[config.mk]
export PLATFORM = sky130hd
export DESIGN_NAME = lcg_seeded_deck_deal_top
export DESIGN_NICKNAME = d
export VERILOG_FILES = /design/src/design/lsdd_pkg.sv /design/src/design/lsdd_ram.sv /design/src/design/lsdd_mod.sv /design/src/design/lcg_seeded_deck_deal_top.sv
export SDC_FILE = /design/constraint.sdc
export NUM_CORES = 1
export LEC_CHECK = 0
export BUFFER_PORTS_ARGS = -buffer_cell sky130_fd_sc_hd__clkbuf_2
export CAP_MARGIN = 20
export CORE_AREA = 10 10 295 297
export CTS_BUF_LIST = sky130_fd_sc_hd__clkbuf_16
export DETAILED_ROUTE_END_ITERATION = 16
export DIE_AREA = 0 0 305 307
export PLACE_DENSITY = 0.49
export SETUP_SLACK_MARGIN = 0.4
export SYNTH_ARGS = -nofsm -noshare
export SYNTH_HDL_FRONTEND = slang
export SYNTH_SLANG_ARGS = --single-unit
[constraint.sdc]
create_clock -name clk_i -period 9.6 [get_ports clk_i]
set_clock_uncertainty 0.05 [all_clocks]
set_input_delay 0 -clock clk_i [delete_from_list [all_inputs] [get_ports clk_i]]
set_output_delay 0 -clock clk_i [all_outputs]
set_load 0.01 [all_outputs]
[src/design/lsdd_pkg.sv]
// ----------------------------------------------------------------------------
// Seeded deck deal package
// Shared constants for the generator, the draw field and the result fields.
// ----------------------------------------------------------------------------
package lsdd_pkg;

  localparam int SEED_W   = 15;
  localparam int LCG_W    = 32;
  localparam int DRAW_W   = 15;
  localparam int DRAW_LSB = 16;
  localparam int CODE_W   = 6;
  localparam int COL_W    = 3;
  localparam int ROW_W    = 3;

  localparam logic [LCG_W-1:0] LCG_MUL = 32'd214013;
  localparam logic [LCG_W-1:0] LCG_ADD = 32'd2531011;

endpackage

[src/design/lsdd_ram.sv]
// ----------------------------------------------------------------------------
// Generic RAM
// Single write port, single read port, registered read data.
// ----------------------------------------------------------------------------
module lsdd_ram #(
  parameter int WIDTH = 6,
  parameter int DEPTH = 52
) (
  input  logic                     clk_i,
  input  logic                     we_i,
  input  logic [$clog2(DEPTH)-1:0] waddr_i,
  input  logic [WIDTH-1:0]         wdata_i,
  input  logic [$clog2(DEPTH)-1:0] raddr_i,
  output logic [WIDTH-1:0]         rdata_o
);

  logic [WIDTH-1:0] mem_q [DEPTH];
  logic [WIDTH-1:0] rdata_q;

  always_ff @(posedge clk_i) begin
    if (we_i) begin
      mem_q[waddr_i] <= wdata_i;
    end
    rdata_q <= mem_q[raddr_i];
  end

  assign rdata_o = rdata_q;

endmodule

[src/design/lsdd_mod.sv]
// ----------------------------------------------------------------------------
// Draw modulo unit
// Restoring remainder of the draw by the card count, one quotient bit a cycle.
// ----------------------------------------------------------------------------
module lsdd_mod #(
  parameter int DW = 6
) (
  input  logic                      clk_i,
  input  logic                      rst_ni,
  input  logic                      start_i,
  input  logic [lsdd_pkg::DRAW_W-1:0] dividend_i,
  input  logic [DW-1:0]             divisor_i,
  output logic                      done_o,
  output logic [DW-1:0]             rem_o
);

  localparam int NW = $clog2(lsdd_pkg::DRAW_W + 1);

  logic                        busy_q, busy_d;
  logic                        done_q, done_d;
  logic [NW-1:0]               cnt_q, cnt_d;
  logic [lsdd_pkg::DRAW_W-1:0] num_q, num_d;
  logic [DW-1:0]               rem_q, rem_d;
  logic [DW-1:0]               den_q, den_d;
  logic [DW:0]                 trial;
  logic [DW:0]                 diff;

  // Bring down the next dividend bit and subtract if the divisor fits.
  assign trial = {rem_q, num_q[lsdd_pkg::DRAW_W-1]};
  assign diff  = trial - {1'b0, den_q};

  always_comb begin
    busy_d = busy_q;
    done_d = 1'b0;
    cnt_d  = cnt_q;
    num_d  = num_q;
    rem_d  = rem_q;
    den_d  = den_q;
    if (start_i) begin
      busy_d = 1'b1;
      cnt_d  = NW'(lsdd_pkg::DRAW_W);
      num_d  = dividend_i;
      rem_d  = '0;
      den_d  = divisor_i;
    end else if (busy_q) begin
      num_d = {num_q[lsdd_pkg::DRAW_W-2:0], 1'b0};
      rem_d = diff[DW] ? trial[DW-1:0] : diff[DW-1:0];
      cnt_d = cnt_q - NW'(1);
      if (cnt_q == NW'(1)) begin
        busy_d = 1'b0;
        done_d = 1'b1;
      end
    end
  end

  always_ff @(posedge clk_i or negedge rst_ni) begin
    if (!rst_ni) begin
      busy_q <= 1'b0;
      done_q <= 1'b0;
      cnt_q  <= '0;
    end else begin
      busy_q <= busy_d;
      done_q <= done_d;
      cnt_q  <= cnt_d;
    end
  end

  always_ff @(posedge clk_i) begin
    num_q <= num_d;
    rem_q <= rem_d;
    den_q <= den_d;
  end

  assign done_o = done_q;
  assign rem_o  = rem_q;

endmodule

[src/design/lcg_seeded_deck_deal_top.sv]
// ----------------------------------------------------------------------------
// Seeded deck deal
// Deals a whole deck from a deal number using a seeded generator and a
// swap-with-last permutation table.
// ----------------------------------------------------------------------------
// Usage: one input transaction carries a 15-bit deal number. The block then
// returns DECK_SIZE output transactions, one per card in deal order, each
// with the card code, its column and row, and a flag on the final card.
// While a deal is in progress in_stall_o is high; it drops once the final
// card has been written to the output register.
// Each card takes one generator step, a state to start the remainder
// unit, the remainder itself (one bit a cycle), a state to take the
// result, then two table reads through the single read port of the RAM
// and a table write through its write port.
// When the receiver stalls, the card waits in the output register and the
// block holds before writing the next card.
// Reset returns the block to idle with no result pending; the card table
// is marked unwritten at every deal, so no clearing pass is needed.
// ----------------------------------------------------------------------------
module lcg_seeded_deck_deal_top #(
  parameter int DECK_SIZE = 52,
  parameter int COLUMNS   = 8
) (
  input  logic                        clk_i,
  input  logic                        rst_ni,
  input  logic                        in_valid_i,
  output logic                        in_stall_o,
  input  logic [lsdd_pkg::SEED_W-1:0] deal_seed_i,
  output logic                        out_valid_o,
  input  logic                        out_stall_i,
  output logic [lsdd_pkg::CODE_W-1:0] card_code_o,
  output logic [lsdd_pkg::COL_W-1:0]  column_o,
  output logic [lsdd_pkg::ROW_W-1:0]  row_o,
  output logic                        last_card_o
);

  localparam int AW = $clog2(DECK_SIZE);
  localparam int CW = $clog2(DECK_SIZE + 1);
  localparam int KW = (COLUMNS > 1) ? $clog2(COLUMNS) : 1;
  localparam int CODE_W = lsdd_pkg::CODE_W;

  localparam logic [2:0] S_IDLE  = 3'd0;
  localparam logic [2:0] S_LCG   = 3'd1;
  localparam logic [2:0] S_MODGO = 3'd2;
  localparam logic [2:0] S_MODW  = 3'd3;
  localparam logic [2:0] S_RDP   = 3'd4;
  localparam logic [2:0] S_RDL   = 3'd5;
  localparam logic [2:0] S_WR    = 3'd6;

  logic [2:0]                 state_q, state_d;
  logic [lsdd_pkg::LCG_W-1:0] lcg_q, lcg_d;
  logic [CW-1:0]              left_q, left_d;
  logic [CW-1:0]              pos_q, pos_d;
  logic [KW-1:0]              col_q, col_d;
  logic [lsdd_pkg::ROW_W-1:0] row_q, row_d;
  logic [AW-1:0]              pick_q, pick_d;
  logic [CODE_W-1:0]          card_q, card_d;
  logic [DECK_SIZE-1:0]       vld_q, vld_d;

  logic                       out_valid_q, out_valid_d;
  logic [CODE_W-1:0]          code_out_q, code_out_d;
  logic [lsdd_pkg::COL_W-1:0] col_out_q, col_out_d;
  logic [lsdd_pkg::ROW_W-1:0] row_out_q, row_out_d;
  logic                       last_out_q, last_out_d;

  logic                       accept;
  logic                       out_free;
  logic                       is_last;
  logic [AW-1:0]              last_idx;
  logic [AW-1:0]              ram_raddr;
  logic [CODE_W-1:0]          ram_rdata;
  logic                       ram_we;
  logic [CODE_W-1:0]          fill_val;
  logic                       mod_start;
  logic                       mod_done;
  logic [CW-1:0]              mod_rem;

  assign accept    = in_valid_i && (state_q == S_IDLE);
  assign out_free  = !out_valid_q || !out_stall_i;
  assign is_last   = (pos_q == CW'(DECK_SIZE - 1));
  assign last_idx  = AW'(left_q - CW'(1));
  // The last entry stays addressed while the write waits for the output.
  assign ram_raddr = ((state_q == S_RDL) || (state_q == S_WR)) ? last_idx : pick_q;
  assign mod_start = (state_q == S_MODGO);
  // An entry not yet written in this deal stands for its own index.
  assign fill_val  = vld_q[last_idx] ? ram_rdata : CODE_W'(last_idx);

  lsdd_mod #(
    .DW(CW)
  ) u_mod (
    .clk_i     (clk_i),
    .rst_ni    (rst_ni),
    .start_i   (mod_start),
    .dividend_i(lcg_q[lsdd_pkg::DRAW_LSB +: lsdd_pkg::DRAW_W]),
    .divisor_i (left_q),
    .done_o    (mod_done),
    .rem_o     (mod_rem)
  );

  lsdd_ram #(
    .WIDTH(CODE_W),
    .DEPTH(DECK_SIZE)
  ) u_ram (
    .clk_i  (clk_i),
    .we_i   (ram_we),
    .waddr_i(pick_q),
    .wdata_i(fill_val),
    .raddr_i(ram_raddr),
    .rdata_o(ram_rdata)
  );

  always_comb begin
    state_d     = state_q;
    lcg_d       = lcg_q;
    left_d      = left_q;
    pos_d       = pos_q;
    col_d       = col_q;
    row_d       = row_q;
    pick_d      = pick_q;
    card_d      = card_q;
    vld_d       = vld_q;
    ram_we      = 1'b0;
    out_valid_d = out_valid_q && out_stall_i;
    code_out_d  = code_out_q;
    col_out_d   = col_out_q;
    row_out_d   = row_out_q;
    last_out_d  = last_out_q;
    unique case (state_q)
      S_IDLE: begin
        if (accept) begin
          lcg_d   = lsdd_pkg::LCG_W'(deal_seed_i);
          left_d  = CW'(DECK_SIZE);
          pos_d   = '0;
          col_d   = '0;
          row_d   = '0;
          vld_d   = '0;
          state_d = S_LCG;
        end
      end
      S_LCG: begin
        lcg_d   = lcg_q * lsdd_pkg::LCG_MUL + lsdd_pkg::LCG_ADD;
        state_d = S_MODGO;
      end
      S_MODGO: begin
        state_d = S_MODW;
      end
      S_MODW: begin
        if (mod_done) begin
          pick_d  = AW'(mod_rem);
          state_d = S_RDP;
        end
      end
      S_RDP: begin
        state_d = S_RDL;
      end
      S_RDL: begin
        card_d  = vld_q[pick_q] ? ram_rdata : CODE_W'(pick_q);
        state_d = S_WR;
      end
      S_WR: begin
        if (out_free) begin
          out_valid_d    = 1'b1;
          code_out_d     = card_q;
          col_out_d      = lsdd_pkg::COL_W'(col_q);
          row_out_d      = row_q;
          last_out_d     = is_last;
          ram_we         = 1'b1;
          vld_d[pick_q]  = 1'b1;
          left_d         = left_q - CW'(1);
          pos_d          = pos_q + CW'(1);
          if (col_q == KW'(COLUMNS - 1)) begin
            col_d = '0;
            row_d = row_q + lsdd_pkg::ROW_W'(1);
          end else begin
            col_d = col_q + KW'(1);
          end
          state_d = is_last ? S_IDLE : S_LCG;
        end
      end
      default: begin
        state_d = S_IDLE;
      end
    endcase
  end

  always_ff @(posedge clk_i or negedge rst_ni) begin
    if (!rst_ni) begin
      state_q     <= S_IDLE;
      lcg_q       <= '0;
      left_q      <= '0;
      pos_q       <= '0;
      vld_q       <= '0;
      out_valid_q <= 1'b0;
    end else begin
      state_q     <= state_d;
      lcg_q       <= lcg_d;
      left_q      <= left_d;
      pos_q       <= pos_d;
      vld_q       <= vld_d;
      out_valid_q <= out_valid_d;
    end
  end

  always_ff @(posedge clk_i) begin
    col_q      <= col_d;
    row_q      <= row_d;
    pick_q     <= pick_d;
    card_q     <= card_d;
    code_out_q <= code_out_d;
    col_out_q  <= col_out_d;
    row_out_q  <= row_out_d;
    last_out_q <= last_out_d;
  end

  assign in_stall_o  = (state_q != S_IDLE);
  assign out_valid_o = out_valid_q;
  assign card_code_o = code_out_q;
  assign column_o    = col_out_q;
  assign row_o       = row_out_q;
  assign last_card_o = last_out_q;

endmodule

# Word-level counts from Yosys, hierarchy flattened
# Memory sizes are Yosys's and may differ from the RTL's. A register that Yosys moved wholly into a read port is not among the register bits.
# Index checks and enable logic that the tools add are counted.
# op_classes
bitwise	1
magnitude_cmp	3
n_reduce_logical	18
muxes	49
eq_ne	13
add_sub_neg	7
mul	1
# op_table
op	n
2-to-1 mux 52 bit	2
one-hot mux 52 bit (2 select lines)	1
one-hot mux 32 bit (2 select lines)	1
OR 52 bit	1
2-to-1 mux 6 bit	8
adder 32 x 22 -> 32 bit, second input constant	1
multiplier 32 x 18 -> 32 bit, second input constant	1
2-to-1 mux 32 bit	1
2-to-1 mux 15 bit	2
2-to-1 mux 3 bit	8
one-hot mux 6 bit (2 select lines)	2
one-hot mux 3 bit (7 select lines)	1
2-to-1 mux 1 bit	16
less-than comparator 6 x 7 -> 1 bit, second input constant	2
binary-select mux 1 bit (select 6 bit)	2
equality test 3 bit, second input constant	4
one-hot mux 3 bit (2 select lines)	2
2-to-1 mux 4 bit	2
subtractor 7 x 6 -> 7 bit	1
adder 3 x 1 -> 3 bit, second input constant	2
adder 6 x 1 -> 6 bit, second input constant	1
demux 1 bit (select 6 bit)	1
equality test 3 x 2 -> 1 bit, second input constant	2
equality test 6 bit, second input constant	1
other kinds (16)	27
# totals
in_bits	19
wordCells	113
reg_bits	164
mem_bits_rw	312
mem_count	1
out_inout_bits	15
# mem_list
memory	words	word_bits	rd	rd_ports_with_merged_regs	wr	line_no	source
u_ram.mem_q	52	6	1	1	1	lsdd_ram.sv:17	logic [WIDTH-1:0] mem_q [DEPTH];

# Logic depth before layout (Yosys ltp)
# Gate-level depths: netlist (run 1).
# depth
ltp_word	7
depth_mapped	22

# By module
# A second synthesis (run 1) with hierarchy kept.
# unflattened
cells_unflattened	2131
hier_area_um2	27918.0
# by_module_without_submodules
mod	cells_per_inst	instances	area_each_um2
lcg_seeded_deck_deal_top	1391	1	13823.3
lsdd_ram	604	1	12398.1
lsdd_mod	136	1	1696.6

# Worst setup path before layout (run 1)
# OpenSTA, ideal clock, no wires.
# synth_path
path_kind	register to register
from	register lcg_q[15] (netlist bit)
to	register lcg_q[30] (netlist bit)
slack_ps	3896
arrival_ps	5520
required_time_ps	9417
n_path_buf	1
stages_incl_launch_ff	21
path_cell_list	dfrtp_1 -> fa_1 -> inv_1 -> fa_1 -> fa_1 -> fa_1 -> inv_1 -> fa_1 -> inv_1 -> fa_1 -> inv_1 -> ha_1 -> clkbuf_1 -> a21oi_1 -> o21ai_0 -> a221o_1 -> a21o_1 -> o41ai_1 -> o21ai_0 -> xnor2_1 -> o21ai_0
# synth_via
elab_chain_len	3
# synth_lines
item	line_no	source
start, declared	lcg_seeded_deck_deal_top.sv:51	logic [lsdd_pkg::LCG_W-1:0] lcg_q, lcg_d;
start signal, assigned	lcg_seeded_deck_deal_top.sv:196	lcg_q <= lcg_d;
multiplier 32 x 18 -> 32 bit	lcg_seeded_deck_deal_top.sv:141	lcg_d = lcg_q * lsdd_pkg::LCG_MUL + lsdd_pkg::LCG_ADD;
adder 32 x 22 -> 32 bit	lcg_seeded_deck_deal_top.sv:141	
one-hot mux 32 bit (2 select lines)	lcg_seeded_deck_deal_top.sv:128	unique case (state_q)
# Every way passes these cells.
# A chain may end at the register's enable or synchronous reset.

# Final worst setup path (run 1)
# layout_path
from	register lcg_q[4] (netlist bit)
to	register lcg_q[30] (netlist bit)
# The elaborated chain is that of the path after synthesis.

==> flow_summary.json, run 1 <==
{
  "status": "completed",
  "synth_top_area_cell": "edfxtp_1",
  "finalHoldViolCount": 0,
  "place_ws_ns": 3.24,
  "synth_top_area_share": 0.389,
  "yosysSeqAreaShare": 0.492,
  "grt_pass1_wl_um": 116000,
  "start_kind": "flip-flop",
  "busiest_layer": "met2",
  "die-width_um": 305,
  "tightestPinTransition_ns": 1.06,
  "drt_iter0_markers": 1339,
  "detail-route-antenna-nets": 0,
  "synth_common_cells": "364 x edfxtp_1, 364 x inv_1, 266 x nand2_1",
  "setup_slack_ns": 3.29,
  "rsz0062_at_grt": "false",
  "slew_violations": 0,
  "fin_crit_sh": 0.658,
  "grt_use_total": 0.160,
  "setup_tns_ns": 0,
  "clkSlewWorstSetupHoldPaths_ns": 0.06,
  "globalRouteMet2Util": 0.263,
  "start_util": 0.345,
  "dp_hpwl_um": 53200,
  "cts_resized": 0,
  "maxCapViolations": 0,
  "end_kind": "flip-flop",
  "synth_top_flop_cell": "edfxtp_1",
  "die_h_um": 307,
  "synth-edff-count": 364,
  "hold_start": "deal_seed_i[9]",
  "cts-root-buf": "clkbuf_16",
  "via_per_inst": 5.05,
  "reg2reg_from": "lcg_q[4]",
  "syn_avg_cell_area_sq_um": 11.7,
  "arrival_ns": 6.72,
  "hp-class": "in -> reg",
  "drive_above_1_share": 0.0866,
  "grt_remaining_overflow": 0,
  "required_ns": 10.01,
  "synth_area_leaders": "edfxtp_1 39%, fa_1 12%, dfrtp_1 9.4%",
  "cts_max_level": 2,
  "cts_tree": "built",
  "setup_viol": 0,
  "synthArstFlopShare": 0.218,
  "yosys_warnings": 0,
  "reg2reg_depth": 19,
  "rows": 105,
  "drtPass1Iterations": 5,
  "gp_congestion": 0.870,
  "via_count": 17949,
  "layout.nets": 2779,
  "use_met1": 0.219,
  "antenna_found_initial": 0,
  "drcViolationCount": 0,
  "syn_to_final_growth_pct": 11.8,
  "syn-cell-area_sq_um": 28100,
  "fmax_ghz": 0.158,
  "clock-sinks": 481,
  "crit_path_start": "lcg_q[4]",
  "clock_latency_ns": 0.61,
  "met3_usage": 0.0192,
  "numCtsBuffers": 56,
  "holdPathStages": 4,
  "synthCells": 2393,
  "max_slew_margin": 0.289,
  "ys_types": 69,
  "grt_max_degree": 88,
  "whs_ns": 0.133,
  "wirelength_um": 75100,
  "cts_buffer_depth": 3,
  "diodes": 0,
  "dieArea_sq_um": 93600,
  "core_sq_um": 81300,
  "grt_pass1_vias": 18747,
  "io_buffer_count": 33,
  "crit_type": "reg -> reg",
  "num_io_pins": 34,
  "path_max_fanout": 7,
  "routedWlPerCell_um": 21.1,
  "synthesis.nets": 2735,
  "post-route-min-period_ns": 6.31,
  "fin_util": 0.386,
  "ys_ff_latch": 481
}
stage by stage:
step,cells,area (sq um)
after floorplan,2393,28100
after global placement,3426,29400
after detailed placement,3426,29400
after CTS,3551,31300
after global routing,3554,31400
final,3554,31400
final timing paths:
check,endpoint,slack (ns)
worst max-delay path,lcg_q[30],3.29
worst min-delay path,lcg_q[9],0.13
worst max register to register,lcg_q[30],3.29
worst min register to register,card_code_o[4],0.39
max in group asynchronous,lcg_q[7],8.05
min in group asynchronous,lcg_q[28],0.39
critical path, cell delays in order (launching register included):
cell and delay, ns:
dfrtp_1 0.50, inv_1 0.22, fa_1 0.50, fa_1 0.53
fa_1 0.52, inv_1 0.06, fa_1 0.46, fa_1 0.49
inv_1 0.05, fa_1 0.53, inv_1 0.04, ha_1 0.35
a211oi_1 0.32, o21bai_1 0.15, a32oi_1 0.16, o21ai_0 0.16
o41ai_1 0.57, o21ai_0 0.22, xnor2_1 0.17, o21ai_0 0.09
final cells by class:
| cell class | instances | area (sq um) |
|---|---|---|
| Fill cell | 7787 | 49900 |
| Sequential cell | 481 | 13800 |
| Multi-Input combinational cell | 1452 | 12500 |
| Clock buffer | 57 | 1430 |
| Inverter | 364 | 1370 |
| Tap cell | 1070 | 1340 |
| Timing Repair Buffer | 82 | 623 |
| Clock inverter | 48 | 332 |
placed cells by master, fill, tap and decap left out, drive strengths merged, types with 26 or more instances in the layout:
cell type and instances:
a211oi 28, a21oi 70, and3 32, buf 31, clkbuf 89, clkinv 26
dfrtp 105, edfxtp 364, fa 175, ha 148, inv 377, mux2i 61
mux4 42, nand2 266, nand3 56, nor2 208, o21ai 72, xnor2 45
xor2 27
cells by family after synthesis:
group	share of synthesized area
mux	0.0591
fa+ha+maj	0.191
simple gates	0.104
compound gates	0.0663
buf+inv	0.0653
flops	0.492
xor+xnor	0.0227
routing by layer:
metal | share of wire | vias up | wire length, um
met5 | 0 | - | 0
met1 | 0.45 | 9101 | 34000
met4 | 0.025 | 0 | 1860
met2 | 0.48 | 458 | 35800
li1 | - | 8283 | -
met3 | 0.046 | 107 | 3460
flip-flops by register name, summed over array words and instances (netlist names):
name           count
u_ram.mem_q      312
vld_q             52
lcg_q             31
u_mod.num_q       15
card_code_o        6
card_q             6
left_q             6
pick_q             6
pos_q              6
u_mod.den_q        6
u_mod.rem_o        6
u_ram.rdata_o      6
u_mod.cnt_q        4
col_q              3
column_o           3
row_o              3
row_q              3
state_q            3
last_card_o        1
out_valid_o        1
u_mod.busy_q       1
u_mod.done_o       1
what timing repair did:
action | in CTS | in global routing
buffers inserted | 0 | 0
hold endpoints to repair | 66 | 0
hold buffers | 20 | 0
Power of run 1 is not shown: default switching activity piles up to over one toggle a cycle in this logic, so the estimate is an artifact.
==> run 2, diff against run 1 <==
--- a/config.mk
+++ b/config.mk
@@ -11,7 +11,7 @@
 export CTS_BUF_LIST = sky130_fd_sc_hd__clkbuf_16
 export DETAILED_ROUTE_END_ITERATION = 16
 export DIE_AREA = 0 0 305 307
-export PLACE_DENSITY = 0.49
+export PLACE_DENSITY = 0.51
 export SETUP_SLACK_MARGIN = 0.4
 export SYNTH_ARGS = -nofsm -noshare
 export SYNTH_HDL_FRONTEND = slang
==> constraint.sdc (replaced) <==
create_clock -name clk_i -period 5.6 [get_ports clk_i]
set_clock_uncertainty 0.05 [all_clocks]
set_input_delay 0 -clock clk_i [delete_from_list [all_inputs] [get_ports clk_i]]
set_output_delay 0 -clock clk_i [all_outputs]
set_load 0.01 [all_outputs]
==> flow_summary.json, run 2 (synthesized netlist as in run 1, its figures left out) <==
{
  "maxCapViolations": 0,
  "grt_remaining_overflow": 0,
  "detail-route-antenna-nets": 0,
  "dp_hpwl_um": 55100,
  "routedWlPerCell_um": 20.5,
  "die-width_um": 305,
  "grt_pass1_wl_um": 118000,
  "finalHoldViolCount": 0,
  "end_kind": "flip-flop",
  "rows": 105,
  "clock_latency_ns": 0.61,
  "arrival_ns": 5.88,
  "diodes": 0,
  "drtPass1Iterations": 5,
  "start_util": 0.345,
  "drt_iter0_markers": 1230,
  "post-route-min-period_ns": 5.47,
  "final_common_cell": "edfxtp_1",
  "fillCellCount": 7580,
  "numCtsBuffers": 55,
  "reg2reg_from": "lcg_q[16]",
  "cts_buffer_depth": 3,
  "endpoint": "lcg_q[30]",
  "register_area_sq_um": 13800,
  "rsz0062_at_grt": "true",
  "grt_max_degree": 88,
  "top_regs": "u_ram.mem_q: 312 flops, vld_q: 52 flops, lcg_q: 31 flops",
  "dieArea_sq_um": 93600,
  "crit_type": "reg -> reg",
  "multi_input_area_sq_um": 13100,
  "setup_tns_ns": 0,
  "setup_viol": 0,
  "via_per_inst": 4.99,
  "wirelength_um": 76300,
  "layout_common_cells": "364 x edfxtp_1, 338 x inv_1, 264 x nand2_1",
  "clkSlewWorstSetupHoldPaths_ns": 0.06,
  "reg2reg_to": "lcg_q[30]",
  "die_h_um": 307,
  "path_max_fanout": 4,
  "cts-root-buf": "clkbuf_16",
  "antenna_found_initial": 0,
  "core_sq_um": 81300,
  "reg2reg_depth": 20,
  "drive_above_1_share": 0.199,
  "drcViolationCount": 0,
  "via_count": 18562,
  "status": "completed",
  "final_cells": 3722,
  "crit_path_start": "lcg_q[16]",
  "start_kind": "flip-flop",
  "clock-sinks": 481,
  "slew_violations": 0,
  "layout.nets": 2948,
  "max_slew_margin": 0.328,
  "fin_crit_sh": 0.977,
  "grt_use_total": 0.161,
  "syn_to_final_growth_pct": 19.4,
  "cts_tree": "built",
  "largest_reg_flops": 312,
  "hp-class": "in -> reg",
  "tightestPinTransition_ns": 1.00,
  "place_inst": 3572,
  "gp_congestion": 0.890,
  "reg2reg_slack_ns": 0.13,
  "required_ns": 6.01,
  "io_buffer_count": 33,
  "top_register": "u_ram.mem_q",
  "fmax_ghz": 0.183,
  "grt_pass1_vias": 19340,
  "cts_max_level": 2,
  "num_io_pins": 34
}
[run 2: cell types whose count changed in the layout (fill, tap and decap cells not counted), sizes merged]
cell | previous run | this run
buf | 31 | 201
clkinv | 26 | 22
bufinv | 3 | 6
clkbuf | 89 | 87
inv | 377 | 378
[run 2: per-stage QoR]
step / hold WS, ns / cell area (sq um) / util / setup WS [ns]
global placement: 0.0245 / 30600 / 0.376 / -0.121
finish: 0.145 / 33500 / 0.412 / 0.128
global route: 0.129 / 33500 / 0.412 / -0.0911
floorplan: -0.346 / 28100 / - / -0.00438
CTS: 0.109 / 33200 / 0.408 / 0.0551
detailed placement: 0.0296 / 30600 / 0.376 / -0.143
[run 2: layer usage]
layer,GRT usage,share of wire
met5,0,0
met4,0.0428,0.025
met3,0.0198,0.039
met2,0.276,0.50
met1,0.212,0.44
[run 2: final cells by class]
| cell class | instances | area share |
|---|---|---|
| sequential | 481 | 0.413 |
| multi-input combinational | 1452 | 0.392 |
| timing repair buffer | 252 | 0.0607 |
| clock buffer | 55 | 0.0411 |
| inverter | 364 | 0.0409 |
| tap | 1070 | 0.0400 |
| clock inverter | 48 | 0.0124 |
[run 2: repair_timing]
| item | 4_1_cts | 5_1_grt |
|---|---|---|
| hold endpoints to repair | 70 | 0 |
| resized for setup | 96 | 66 |
| buffers inserted | 18 | 8 |
| hold buffers | 20 | 0 |
| pin swaps | 49 | 34 |
| setup endpoints to repair | 20 | 21 |
[run 2: worst min-delay path by stage]
stage                                from   endpoint  slack (ns)  depth (start not counted)
after floorplan                    rst_ni   lcg_q[0]       -0.35                          0
after global placement             rst_ni  lcg_q[25]        0.02                          1
after detailed placement           rst_ni  lcg_q[25]        0.03                          1
after CTS                 deal_seed_i[10]  lcg_q[10]        0.11                          4
after global routing      deal_seed_i[10]  lcg_q[10]        0.13                          4
final                     deal_seed_i[10]  lcg_q[10]        0.14                          4
[run 2: critical path: stages, from the launching register on]
cell and delay, ns:
dfrtp_2 0.44, buf_6 0.14, fa_2 0.59, inv_2 0.04
fa_1 0.49, inv_2 0.05, ha_4 0.25, fa_2 0.43
fa_1 0.58, inv_2 0.05, fa_1 0.50, inv_2 0.05
ha_4 0.24, a21oi_2 0.13, o21ai_2 0.07, a221o_1 0.34
a21o_1 0.21, o41ai_4 0.32, o21ai_1 0.13, xnor2_1 0.15
o21ai_1 0.08
Power of run 2 is left out for the same reason.
